--- config.mk ---
export PLATFORM = sky130hd
export DESIGN_NAME = escaped_packet_deframer_top_flat
export DESIGN_NICKNAME = d
export VERILOG_FILES = /design/src/hdl/edf_pkg.sv /design/src/hdl/edf_rx_if.sv /design/src/hdl/edf_rec_if.sv /design/src/hdl/escaped_packet_deframer_top.sv /design/src/hdl/edf_front.sv /design/src/hdl/edf_cmd_fifo.sv /design/src/hdl/edf_back.sv /design/src/flat_wrapper.sv
export VERILOG_INCLUDE_DIRS = /design/src /design/src/hdl
export SDC_FILE = /design/constraint.sdc
export NUM_CORES = 1
export LEC_CHECK = 0
export ABC_AREA = 1
export BUFFER_PORTS_ARGS = -buffer_cell sky130_fd_sc_hd__buf_2
export CAP_MARGIN = 10
export CORE_AREA = 8 8 101 103
export CTS_CLUSTER_SIZE = 28
export DETAILED_ROUTE_END_ITERATION = 8
export DIE_AREA = 0 0 109 111
export PLACE_DENSITY = 0.77
export SYNTH_ARGS = -nofsm -noshare
export SYNTH_HDL_FRONTEND = slang
export SYNTH_SLANG_ARGS = --single-unit
--- constraint.sdc ---
create_clock -name clk_i -period 2.5 [get_ports clk_i]
set_clock_uncertainty 0.15 [all_clocks]
set_input_delay 0.5 -clock clk_i [delete_from_list [all_inputs] [get_ports clk_i]]
set_output_delay 0.5 -clock clk_i [all_outputs]
set_load 0.005 [all_outputs]
--- src/hdl/escaped_packet_deframer_top_defines.svh ---
// Assertion helpers for the deframer. They expect clk_i and rst_ni in scope.
`ifndef ESCAPED_PACKET_DEFRAMER_TOP_DEFINES_SVH
`define ESCAPED_PACKET_DEFRAMER_TOP_DEFINES_SVH

`ifndef SYNTHESIS

`define EDF_ASSERT(lbl, prop) \
  lbl: assert property (@(posedge clk_i) disable iff (!rst_ni) (prop)) \
    else $error("deframer assertion failed");

`define EDF_ASSERT_NEXT(lbl, cond, expr) \
  lbl: assert property (@(posedge clk_i) disable iff (!rst_ni) (cond) |=> (expr)) \
    else $error("deframer assertion failed");

`else

`define EDF_ASSERT(lbl, prop)

`define EDF_ASSERT_NEXT(lbl, cond, expr)

`endif

`endif

--- src/hdl/edf_pkg.sv ---
package edf_pkg;

  localparam logic [7:0] START_BYTE = 8'h55;
  localparam logic [7:0] END_BYTE   = 8'hAA;
  localparam logic [7:0] ESC_BYTE   = 8'h5A;

  localparam logic [1:0] STATUS_OK    = 2'd0;
  localparam logic [1:0] STATUS_CSUM  = 2'd1;
  localparam logic [1:0] STATUS_ABORT = 2'd2;

  localparam logic [15:0] LEN_MAX = 16'hFFFF;

  localparam int CMD_DEPTH = 2;
  localparam int CMD_PTR_W = (CMD_DEPTH > 1) ? $clog2(CMD_DEPTH) : 1;
  localparam int CMD_CNT_W = $clog2(CMD_DEPTH + 1);

  typedef enum logic [1:0] {
    OP_START,
    OP_END,
    OP_DATA
  } op_e;

  typedef struct packed {
    op_e        op;
    logic [7:0] data;
  } cmd_t;

  typedef struct packed {
    logic full;
    logic avail;
  } fifo_stat_t;

  typedef struct packed {
    logic        is_end;
    logic [7:0]  payload_byte;
    logic [1:0]  end_status;
    logic [15:0] payload_length;
  } rec_t;

endpackage

--- src/hdl/edf_rx_if.sv ---
interface edf_rx_if;
  logic       valid;
  logic       ready;
  logic [7:0] rx_byte;

  modport source (output valid, output rx_byte, input ready);
  modport sink (input valid, input rx_byte, output ready);
endinterface

--- src/hdl/edf_rec_if.sv ---
interface edf_rec_if;
  logic        valid;
  logic        ready;
  logic        is_end;
  logic [7:0]  payload_byte;
  logic [1:0]  end_status;
  logic [15:0] payload_length;

  modport source (output valid, output is_end, output payload_byte, output end_status,
                  output payload_length, input ready);
  modport sink (input valid, input is_end, input payload_byte, input end_status,
                input payload_length, output ready);
endinterface

--- src/hdl/escaped_packet_deframer_top.sv ---
// Byte-stuffed frame receiver.
// rx_i carries one raw serial byte per request (valid/ready). rec_o carries one
// record per request: a payload byte (is_end = 0) or an end-of-packet status
// (is_end = 1) with the released payload length, saturating at 65535.
// 0x55 opens a packet, 0xAA closes it, 0x5A makes the next byte literal. Each
// payload byte is released when the following data byte arrives, so the
// trailing checksum byte never appears. Status: 0 ok, 1 bad checksum,
// 2 packet abandoned by a new start byte.
// Throughput: one byte per cycle sustained while rec_o keeps taking records.
// Path: an accepted byte is decoded into a two-entry command queue, and the
// head of the queue is processed into the output register.
// Stalls: the output register and the queue absorb up to three pending items;
// once the queue fills, rx_i.ready drops until rec_o is drained. Since
// ready comes from the registered fill count, it rises only after a pop.
// Reset (rst_ni low, asynchronous): outside any packet, no escape pending,
// queue and output register empty.
module escaped_packet_deframer_top (
  input  logic       clk_i,
  input  logic       rst_ni,
  edf_rx_if.sink     rx_i,
  edf_rec_if.source  rec_o
);

  edf_pkg::fifo_stat_t stat;
  edf_pkg::cmd_t       push_cmd;
  edf_pkg::cmd_t       head_cmd;
  logic                push;
  logic                pop;

  edf_front u_front (
    .clk_i  (clk_i),
    .rst_ni (rst_ni),
    .rx_i   (rx_i),
    .stat_i (stat),
    .push_o (push),
    .cmd_o  (push_cmd)
  );

  edf_cmd_fifo u_fifo (
    .clk_i  (clk_i),
    .rst_ni (rst_ni),
    .push_i (push),
    .cmd_i  (push_cmd),
    .pop_i  (pop),
    .cmd_o  (head_cmd),
    .stat_o (stat)
  );

  edf_back u_back (
    .clk_i  (clk_i),
    .rst_ni (rst_ni),
    .stat_i (stat),
    .cmd_i  (head_cmd),
    .pop_o  (pop),
    .rec_o  (rec_o)
  );

endmodule

--- src/hdl/edf_front.sv ---
module edf_front (
  input  logic               clk_i,
  input  logic               rst_ni,
  edf_rx_if.sink             rx_i,
  input  edf_pkg::fifo_stat_t stat_i,
  output logic               push_o,
  output edf_pkg::cmd_t      cmd_o
);

  logic esc_q, esc_d;
  logic accept;
  logic is_esc;

  assign rx_i.ready = !stat_i.full;
  assign accept     = rx_i.valid && rx_i.ready;
  // an unescaped escape byte only arms the literal flag, it never reaches the queue
  assign is_esc     = !esc_q && (rx_i.rx_byte == edf_pkg::ESC_BYTE);

  always_comb begin
    esc_d = esc_q;
    if (accept) begin
      esc_d = is_esc;
    end
  end

  always_ff @(posedge clk_i or negedge rst_ni) begin
    if (!rst_ni) begin
      esc_q <= 1'b0;
    end else begin
      esc_q <= esc_d;
    end
  end

  always_comb begin
    cmd_o.data = rx_i.rx_byte;
    if (esc_q) begin
      cmd_o.op = edf_pkg::OP_DATA;
    end else if (rx_i.rx_byte == edf_pkg::START_BYTE) begin
      cmd_o.op = edf_pkg::OP_START;
    end else if (rx_i.rx_byte == edf_pkg::END_BYTE) begin
      cmd_o.op = edf_pkg::OP_END;
    end else begin
      cmd_o.op = edf_pkg::OP_DATA;
    end
  end

  assign push_o = accept && !is_esc;

endmodule

--- src/hdl/edf_cmd_fifo.sv ---
`include "escaped_packet_deframer_top_defines.svh"

module edf_cmd_fifo (
  input  logic                clk_i,
  input  logic                rst_ni,
  input  logic                push_i,
  input  edf_pkg::cmd_t       cmd_i,
  input  logic                pop_i,
  output edf_pkg::cmd_t       cmd_o,
  output edf_pkg::fifo_stat_t stat_o
);

  localparam logic [edf_pkg::CMD_PTR_W-1:0] PtrLast = edf_pkg::CMD_PTR_W'(edf_pkg::CMD_DEPTH - 1);
  localparam logic [edf_pkg::CMD_CNT_W-1:0] CntFull = edf_pkg::CMD_CNT_W'(edf_pkg::CMD_DEPTH);

  edf_pkg::cmd_t mem_q [edf_pkg::CMD_DEPTH];

  logic [edf_pkg::CMD_PTR_W-1:0] wr_q, wr_d, rd_q, rd_d;
  logic [edf_pkg::CMD_CNT_W-1:0] cnt_q, cnt_d;
  logic do_push, do_pop;

  assign stat_o.full  = (cnt_q == CntFull);
  assign stat_o.avail = (cnt_q != '0);
  assign do_push      = push_i && !stat_o.full;
  assign do_pop       = pop_i && stat_o.avail;
  assign cmd_o        = mem_q[rd_q];

  always_comb begin
    wr_d  = wr_q;
    rd_d  = rd_q;
    cnt_d = cnt_q;
    if (do_push) begin
      wr_d = (wr_q == PtrLast) ? '0 : wr_q + 1'b1;
    end
    if (do_pop) begin
      rd_d = (rd_q == PtrLast) ? '0 : rd_q + 1'b1;
    end
    case ({do_push, do_pop})
      2'b10:   cnt_d = cnt_q + 1'b1;
      2'b01:   cnt_d = cnt_q - 1'b1;
      default: cnt_d = cnt_q;
    endcase
  end

  always_ff @(posedge clk_i or negedge rst_ni) begin
    if (!rst_ni) begin
      wr_q  <= '0;
      rd_q  <= '0;
      cnt_q <= '0;
    end else begin
      wr_q  <= wr_d;
      rd_q  <= rd_d;
      cnt_q <= cnt_d;
    end
  end

  always_ff @(posedge clk_i) begin
    if (do_push) begin
      mem_q[wr_q] <= cmd_i;
    end
  end

  `EDF_ASSERT(a_cnt_bound, cnt_q <= CntFull)
  `EDF_ASSERT(a_no_push_full, !(push_i && stat_o.full))

endmodule

--- src/hdl/edf_back.sv ---
`include "escaped_packet_deframer_top_defines.svh"

module edf_back (
  input  logic                clk_i,
  input  logic                rst_ni,
  input  edf_pkg::fifo_stat_t stat_i,
  input  edf_pkg::cmd_t       cmd_i,
  output logic                pop_o,
  edf_rec_if.source           rec_o
);

  logic          in_pkt_q, in_pkt_d;
  logic [7:0]    sum_q, sum_d;
  logic [7:0]    held_q, held_d;
  logic          held_v_q, held_v_d;
  logic [15:0]   cnt_q, cnt_d;
  logic          out_v_q, out_v_d;
  edf_pkg::rec_t out_q, out_d;
  logic          emit;
  edf_pkg::rec_t rec;

  // output register frees up when empty or being drained this cycle
  assign pop_o = stat_i.avail && (!out_v_q || rec_o.ready);

  always_comb begin
    in_pkt_d = in_pkt_q;
    sum_d    = sum_q;
    held_d   = held_q;
    held_v_d = held_v_q;
    cnt_d    = cnt_q;
    emit     = 1'b0;
    rec      = '0;
    if (pop_o) begin
      case (cmd_i.op)
        edf_pkg::OP_START: begin
          if (in_pkt_q) begin
            emit               = 1'b1;
            rec.is_end         = 1'b1;
            rec.end_status     = edf_pkg::STATUS_ABORT;
            rec.payload_length = cnt_q;
          end
          in_pkt_d = 1'b1;
          sum_d    = '0;
          held_d   = '0;
          held_v_d = 1'b0;
          cnt_d    = '0;
        end
        edf_pkg::OP_END: begin
          if (in_pkt_q) begin
            emit               = 1'b1;
            rec.is_end         = 1'b1;
            rec.end_status     = (sum_q != '0) ? edf_pkg::STATUS_CSUM : edf_pkg::STATUS_OK;
            rec.payload_length = cnt_q;
            in_pkt_d           = 1'b0;
            sum_d              = '0;
            held_d             = '0;
            held_v_d           = 1'b0;
            cnt_d              = '0;
          end
        end
        edf_pkg::OP_DATA: begin
          if (in_pkt_q) begin
            sum_d    = sum_q + cmd_i.data;
            held_d   = cmd_i.data;
            held_v_d = 1'b1;
            // release the previous byte; the last one held is the checksum
            if (held_v_q) begin
              emit             = 1'b1;
              rec.payload_byte = held_q;
              if (cnt_q != edf_pkg::LEN_MAX) begin
                cnt_d = cnt_q + 16'd1;
              end
            end
          end
        end
        default: begin
        end
      endcase
    end
  end

  always_comb begin
    out_v_d = out_v_q;
    out_d   = out_q;
    if (emit) begin
      out_v_d = 1'b1;
      out_d   = rec;
    end else if (rec_o.ready) begin
      out_v_d = 1'b0;
    end
  end

  always_ff @(posedge clk_i or negedge rst_ni) begin
    if (!rst_ni) begin
      in_pkt_q <= 1'b0;
      sum_q    <= '0;
      held_q   <= '0;
      held_v_q <= 1'b0;
      cnt_q    <= '0;
      out_v_q  <= 1'b0;
    end else begin
      in_pkt_q <= in_pkt_d;
      sum_q    <= sum_d;
      held_q   <= held_d;
      held_v_q <= held_v_d;
      cnt_q    <= cnt_d;
      out_v_q  <= out_v_d;
    end
  end

  always_ff @(posedge clk_i) begin
    out_q <= out_d;
  end

  assign rec_o.valid          = out_v_q;
  assign rec_o.is_end         = out_q.is_end;
  assign rec_o.payload_byte   = out_q.payload_byte;
  assign rec_o.end_status     = out_q.end_status;
  assign rec_o.payload_length = out_q.payload_length;

  `EDF_ASSERT(a_end_rec_no_byte, !(out_v_q && out_q.is_end && out_q.payload_byte != '0))
  `EDF_ASSERT(a_data_rec_clean,
              !(out_v_q && !out_q.is_end && (out_q.end_status != '0 || out_q.payload_length != '0)))
  `EDF_ASSERT_NEXT(a_end_closes, pop_o && cmd_i.op == edf_pkg::OP_END, !in_pkt_q)
  `EDF_ASSERT_NEXT(a_start_opens, pop_o && cmd_i.op == edf_pkg::OP_START,
                   in_pkt_q && !held_v_q && cnt_q == '0)

endmodule

--- src/flat_wrapper.sv ---
// flat-port wrapper written by rule: the top's interface ports become plain ports
module escaped_packet_deframer_top_flat 
  (clk_i, rst_ni, rx_i_valid, rx_i_rx_byte, rx_i_ready, rec_o_valid, rec_o_is_end, rec_o_payload_byte, rec_o_end_status, rec_o_payload_length, rec_o_ready);
  edf_rx_if rx_i_i ();
  edf_rec_if rec_o_i ();
  input  logic clk_i;
  input  logic rst_ni;
  input wire logic [$bits(rx_i_i.valid)-1:0] rx_i_valid;
  input wire logic [$bits(rx_i_i.rx_byte)-1:0] rx_i_rx_byte;
  output wire logic [$bits(rx_i_i.ready)-1:0] rx_i_ready;
  output wire logic [$bits(rec_o_i.valid)-1:0] rec_o_valid;
  output wire logic [$bits(rec_o_i.is_end)-1:0] rec_o_is_end;
  output wire logic [$bits(rec_o_i.payload_byte)-1:0] rec_o_payload_byte;
  output wire logic [$bits(rec_o_i.end_status)-1:0] rec_o_end_status;
  output wire logic [$bits(rec_o_i.payload_length)-1:0] rec_o_payload_length;
  input wire logic [$bits(rec_o_i.ready)-1:0] rec_o_ready;
  assign rx_i_i.valid = rx_i_valid;
  assign rx_i_i.rx_byte = rx_i_rx_byte;
  assign rx_i_ready = rx_i_i.ready;
  assign rec_o_valid = rec_o_i.valid;
  assign rec_o_is_end = rec_o_i.is_end;
  assign rec_o_payload_byte = rec_o_i.payload_byte;
  assign rec_o_end_status = rec_o_i.end_status;
  assign rec_o_payload_length = rec_o_i.payload_length;
  assign rec_o_i.ready = rec_o_ready;
  escaped_packet_deframer_top u_core (.clk_i(clk_i), .rst_ni(rst_ni), .rx_i(rx_i_i), .rec_o(rec_o_i));
endmodule
==> impl_metrics.ini, run 1 <==
[status]
status = finished, final reports clean

[timing]
fin_crit_sh_pct = 91.4
tns_ns = 0
fmax_mhz = 438
setup_viol = 0
slew_headroom_pct = 69.0
rsz0062_at_grt = false
worst_slack_ns = 0.214
hold_viol = 0
min_period_ns = 2.29
maxSlewViolCount = 0
tightest_slew_ns = 0.465

[critical_path]
cp.required_ns = 2.60
critPathKind = reg -> reg
cp_max_fo = 11
crit_path_end_kind = flop
worstPathArrival_ns = 2.38
startpoint_type = flop

[routing]
via_count = 3157
drtPass1Iterations = 4
drt-initial-drc-count = 218
wl_um = 8020
wl_per_cell_um = 12.5
ant_nets = 0
drc_errors = 0
viasPerCell = 4.93

[die]
die_x_um = 109
fp.dieH_um = 111
rows = 34
dieArea_mm2 = 0.0121
coreArea_mm2 = 0.00855
io_pins = 41
start_util_pct = 49.3

[synthesis]
synth-seq-cells = 87
yosys.area.top_type = edfxtp_1
synth_top_area_share_pct = 33.5
syn_nets = 496
synth_commonest_cells = 160 x nand2_1, 77 x nor2_1, 48 x inv_1, 47 x edfxtp_1, 40 x dfrtp_1
synth.mux.area_fraction_pct = 0
avgSynthCellArea_um2 = 8.89
synth_flop_cell = edfxtp_1
yosysMostFrequentCell = nand2_1
synth-seq-area-share_pct = 57.2
synth_compound_area_share_pct = 4.72
ys_warn_count = 0
yosysUniqueCellTypes = 32
synthArstFlopShare_pct = 46.0
synth.cell_area_mm2 = 0.00422
synth_edf_count = 47
synth_top_family_by_area = simple AND/OR/NAND/NOR gates
synthTopCellsByArea = edfxtp_1 33%, dfrtp_1 24%, nand2_1 14%
synth_simple_gate_area_share_pct = 27.0
syn-instance-count = 474
synth_xor_area_share_pct = 1.87
synth-adder-area-share_pct = 3.15

[clock_tree]
clock_latency_ns = 0.36
clock_path_buffers = 2
htree_levels = 3
cts_tree = done
cts_root_buf = clkbuf_8
post_cts_buffers = 0
clk_pin_slew_ns = 0.09
cts_buffers = 9
cts.sinks = 87

[global_route]
grt_pass1_wl_um = 13800
overflow = 0
track_usage_pct = 13.9
grt_start_max_net_pins = 29
grt_pass1_vias = 3086
antenna_found_initial = 0

[placed_design]
gp_congestion = 0.862
post-dp-hpwl_um = 5850
place_ws_ns = 0.119
portBuffers = 40

[power]
p_per_area_mw_per_mm2 = 1050
leakagePower_nw = 2.13
peakVddDrop_mv = 0.572

[flow_run]
drv_cap = 0

[final_layout]
area_delta_synth_final_pct = 12.7
drive_gt1_share_pct = 15.8
fin_nets = 549
n_antenna_cell = 0

[hold_path]
hold_class = in -> reg
==> critical path, cell delays in order (launching register included) <==
cell     delay (ns)
dfrtp_2        0.46
inv_2          0.13
nand2_1        0.08
nand2_1        0.06
ha_1           0.20
fa_1           0.41
nand3_1        0.10
nand2_1        0.08
nand2_1        0.08
nand2_1        0.06
or2_2          0.27
nand3_1        0.07
nand2_1        0.05
==> sequential cells by signal (all words and copies together), names as in the netlist <==
| signal | count |
|---|---|
| u_core.u_back.sum_q | 8 |
| u_core.u_back.cnt_q | 16 |
| u_core.u_back.rec_o.is_end | 1 |
| u_core.u_back.in_pkt_q | 1 |
| u_core.u_fifo.cnt_q | 2 |
| u_core.u_back.rec_o.payload_byte | 8 |
| u_core.u_fifo.rd_q | 1 |
| u_core.u_back.rec_o.payload_length | 16 |
| u_core.u_back.held_q | 8 |
| u_core.u_back.rec_o.end_status | 2 |
| u_core.u_back.rec_o.valid | 1 |
| u_core.u_back.held_v_q | 1 |
| u_core.u_front.esc_q | 1 |
| u_core.u_fifo.wr_q | 1 |
| u_core.u_fifo.mem_q | 20 |
==> final cells by class <==
| cell class | instances | area, um^2 |
|---|---|---|
| Timing Repair Buffer | 49 | 283 |
| Sequential cell | 87 | 2410 |
| Inverter | 52 | 195 |
| Clock inverter | 6 | 46.3 |
| Fill cell | 743 | 3800 |
| Clock buffer | 10 | 128 |
| Tap cell | 108 | 135 |
| Multi-Input combinational cell | 328 | 1550 |
==> path summary, 6_finish.rpt <==
path,from,slack (ns),depth (start not counted),end
setup / recovery,u_core.u_fifo.rd_q,0.21,12,u_core.u_back.sum_q[6]
hold / removal,rx_i_rx_byte[5],0.22,1,u_core.u_fifo.mem_q[0][5]
setup reg to reg,u_core.u_fifo.rd_q,0.21,12,u_core.u_back.sum_q[6]
hold reg to reg,u_core.u_back.cnt_q[9],0.38,2,u_core.u_back.cnt_q[9]
max in group asynchronous,rst_ni,1.15,3,u_core.u_back.held_q[4]
min in group asynchronous,rst_ni,0.49,2,u_core.u_back.sum_q[7]
==> cells by family (layout without fill, tap and decap cells) <==
| kind of cell | count (synthesis) | after routing |
|---|---|---|
| AND/OR/NAND/NOR | 275 | 275 |
| flip-flops | 87 | 87 |
| buffers and inverters | 59 | 117 |
| AO/OA/AOI/OAI | 34 | 34 |
| adder cells (fa/ha/maj) | 10 | 10 |
| XOR/XNOR | 9 | 9 |
==> layer usage <==
| layer | track usage, % | vias to the layer above | share of wire [%] |
|---|---|---|---|
| met5 | 0 | - | 0 |
| met4 | 7.03 | 0 | 1.3 |
| met3 | 2.27 | 6 | 5.9 |
| met2 | 22.0 | 78 | 48 |
| met1 | 17.8 | 1464 | 45 |
| li1 | - | 1609 | - |
==> through the flow <==
step / std cells / instance area [um^2] / hold slack [ns] / power [mW] / utilization, %
2_1_floorplan: 474 / 4220 / 0.0544 / 3.66 / -
3_3_place_gp: 623 / 4560 / 0.325 / 4.09 / 53.4
3_5_place_dp: 623 / 4560 / 0.329 / 4.18 / 53.4
4_1_cts: 640 / 4750 / 0.199 / 5.04 / 55.5
5_1_grt: 640 / 4750 / 0.207 / 5.39 / 55.5
6_report: 640 / 4750 / 0.217 / 5.00 / 55.5
==> repair_timing <==
| item | 4_1_cts | 5_1_grt |
|---|---|---|
| hold buffers | 1 | 0 |
| endpoints found under the setup margin | 0 | 1 |
| resized for setup | 0 | 1 |
| hold endpoints to repair | 17 | 0 |
==> layout by cell type (no fill, tap or decap), types with 2 or more instances in the layout <==
cell type	count
nor2_4	2
clkbuf_8	9
nor3_1	4
nand2_1	160
inv_1	48
o21ai_1	2
xnor2_1	5
o21ai_0	19
buf_4	7
inv_2	4
nand4_1	3
clkinv_4	2
edfxtp_1	47
ha_1	9
nor4_1	2
clkinvlp_4	2
xor2_1	4
buf_2	40
nand2_2	5
dfrtp_1	39
or2_2	2
nand3_1	14
nand2_4	2
a21oi_1	9
nor2_1	77
==> power by group <==
part / switching (mW) / total [mW] / internal, mW
clock network: 0.503 / 0.870 / 0.366
registers: 0.185 / 2.13 / 1.94
logic: 1.32 / 2.01 / 0.686
No activity file was read; power rests on OpenSTA's default activity.
==> run 2, diff against run 1 <==
--- a/config.mk
+++ b/config.mk
@@ -13,7 +13,7 @@
 export CTS_CLUSTER_SIZE = 28
 export DETAILED_ROUTE_END_ITERATION = 8
 export DIE_AREA = 0 0 109 111
-export PLACE_DENSITY = 0.77
+export PLACE_DENSITY = 0.68
 export SYNTH_ARGS = -nofsm -noshare
 export SYNTH_HDL_FRONTEND = slang
 export SYNTH_SLANG_ARGS = --single-unit
==> run 2 against run 1 <==
  * Global-route usage increased by 0.33 points
  * Flip-flop and latch count unchanged
  * Worst setup slack improved by 0.046 ns
  * Sequential share of layout area decreased by 0.35 points
  * Final area increased by 0.68%
  * Combinational power about the same
  * First-iteration DRC count decreased by 2.8%
==> impl_metrics.ini, run 2 (synthesis gave the netlist of run 1 again) <==
[final_layout]
registers.top_by_ff_count = u_core.u_fifo.mem_q
fillers = 745
seq_area_mm2 = 0.00241
fin_nets = 550
final_common_cell = nand2_1
largest_reg_flops = 20
multi_input_area_mm2 = 0.00155
layout_common_cells = 160 x nand2_1, 77 x nor2_1, 48 x inv_1
n_antenna_cell = 0
drive_gt1_share_pct = 16.1
area_delta_synth_final_pct = 13.4
instances_no_fill = 641

[routing]
ant_nets = 0
wl_um = 8010
wl_per_cell_um = 12.5
drtPass1Iterations = 5
drc_errors = 0
drt-initial-drc-count = 212
via_count = 3091
viasPerCell = 4.82

[hold_path]
hold_class = in -> async

[critical_path]
crit_path_end_kind = flop
cp.required_ns = 2.59
crit_path_frequent_cell = nand2_1
startpoint_type = flop
crit_slowest_cell = dfrtp_2
path_cells = inv_2, nand2_1, nand2_1, ha_1, fa_1, nand3_1, nand2_1, nand2_1, nand2_1, or2_2, nand3_1, nand2_1
critical_path_buf_inv_count = 1
max_stage_delay_ns = 0.45
worstPathArrival_ns = 2.33
critPathKind = reg -> reg
cp_max_fo = 9
cp_top_family = simple AND/OR/NAND/NOR gates

[clock_tree]
clk_pin_slew_ns = 0.08
clock_latency_ns = 0.35
cts.sinks = 87
cts_tree = done
post_cts_buffers = 0
htree_levels = 3
cts_root_buf = clkbuf_8
clock_path_buffers = 2
cts_buffers = 9

[power]
leakagePower_nw = 2.15
power_mw = 5.20
p_per_area_mw_per_mm2 = 1090
peakVddDrop_mv = 0.616

[global_route]
antenna_found_initial = 0
grt_pass1_wl_um = 14100
track_usage_pct = 14.3
grt_pass1_vias = 3177
grt_start_max_net_pins = 41
overflow = 0

[placed_design]
gp_congestion = 0.916
portBuffers = 40
post-dp-hpwl_um = 5870
post-place-cells = 625

[flow_run]
drv_cap = 0

[die]
dieArea_mm2 = 0.0121
io_pins = 41
coreArea_mm2 = 0.00855
rows = 34
start_util_pct = 49.3
fp.dieH_um = 111
die_x_um = 109

[timing]
setup_viol = 0
tightest_slew_ns = 0.530
min_period_ns = 2.24
tns_ns = 0
slew_headroom_pct = 64.7
maxSlewViolCount = 0
fmax_mhz = 447
timing.hold.ws_ns = 0.0698
hold_viol = 0
rsz0062_at_grt = false
fin_crit_sh_pct = 89.6

[status]
status = finished, final reports clean
==> run 2: cell types whose count changed in the layout (fill, tap and decap cells not counted) <==
cell           previous run  this run
clkinvlp_4                2         1
buf_12                    1         0
inv_6                     1         0
buf_4                     7        10
clkinv_4                  2         1
bufinv_16                 0         2
clkinv_2                  1         2
dlygate4sd3_1             1         0
==> run 2: power by group <==
| group | internal (mW) | switching (mW) |
|---|---|---|
| logic | 0.700 | 1.33 |
| registers | 1.94 | 0.177 |
| clock network | 0.562 | 0.480 |
==> run 2: layout make-up <==
type,count,share of cell area (%)
Multi-Input combinational cell,328,32.4
Timing Repair Buffer,50,5.76
Inverter,52,4.08
Tap cell,108,2.83
Sequential cell,87,50.5
Clock inverter,6,1.81
Clock buffer,10,2.67
==> run 2: path summary, 6_finish.rpt <==
kind	startpoint	endpoint	slack [ns]	cells past startpoint
worst min-delay path	rst_ni	u_core.u_back.sum_q[7]	0.07	2
worst min register to register	u_core.u_back.sum_q[0]	u_core.u_back.sum_q[0]	0.37	2
worst max register to register	u_core.u_fifo.rd_q	u_core.u_back.sum_q[6]	0.26	12
worst max-delay path	u_core.u_fifo.rd_q	u_core.u_back.sum_q[6]	0.26	12
max in group asynchronous	rst_ni	u_core.u_fifo.rd_q	1.74	2
min in group clk_i	rx_i_rx_byte[0]	u_core.u_fifo.mem_q[1][0]	0.23	1
==> run 2: per-layer routing <==
layer  vias to the layer above  part of all wire [%]  track usage (%)
met5                         -                     0                0
met4                         0                   1.5             5.39
met2                        81                    46             23.3
met3                        12                   6.1             3.08
li1                       1609                     -                -
met1                      1389                    46             17.8
==> run 2: timing repair <==
action                                  in CTS  in global routing
endpoints found under the setup margin       0                  1
hold buffers                                 0                  0
resized for setup                            0                  1
==> run 2: through the flow <==
stage / util [%] / instance area [um^2] / setup WS (ns)
after floorplan: - / 4220 / 0.166
after CTS: 55.9 / 4780 / 0.166
after global routing: 55.9 / 4780 / 0.0885
after global placement: 53.4 / 4570 / 0.279
final: 55.9 / 4780 / 0.261
after detailed placement: 53.4 / 4570 / 0.176
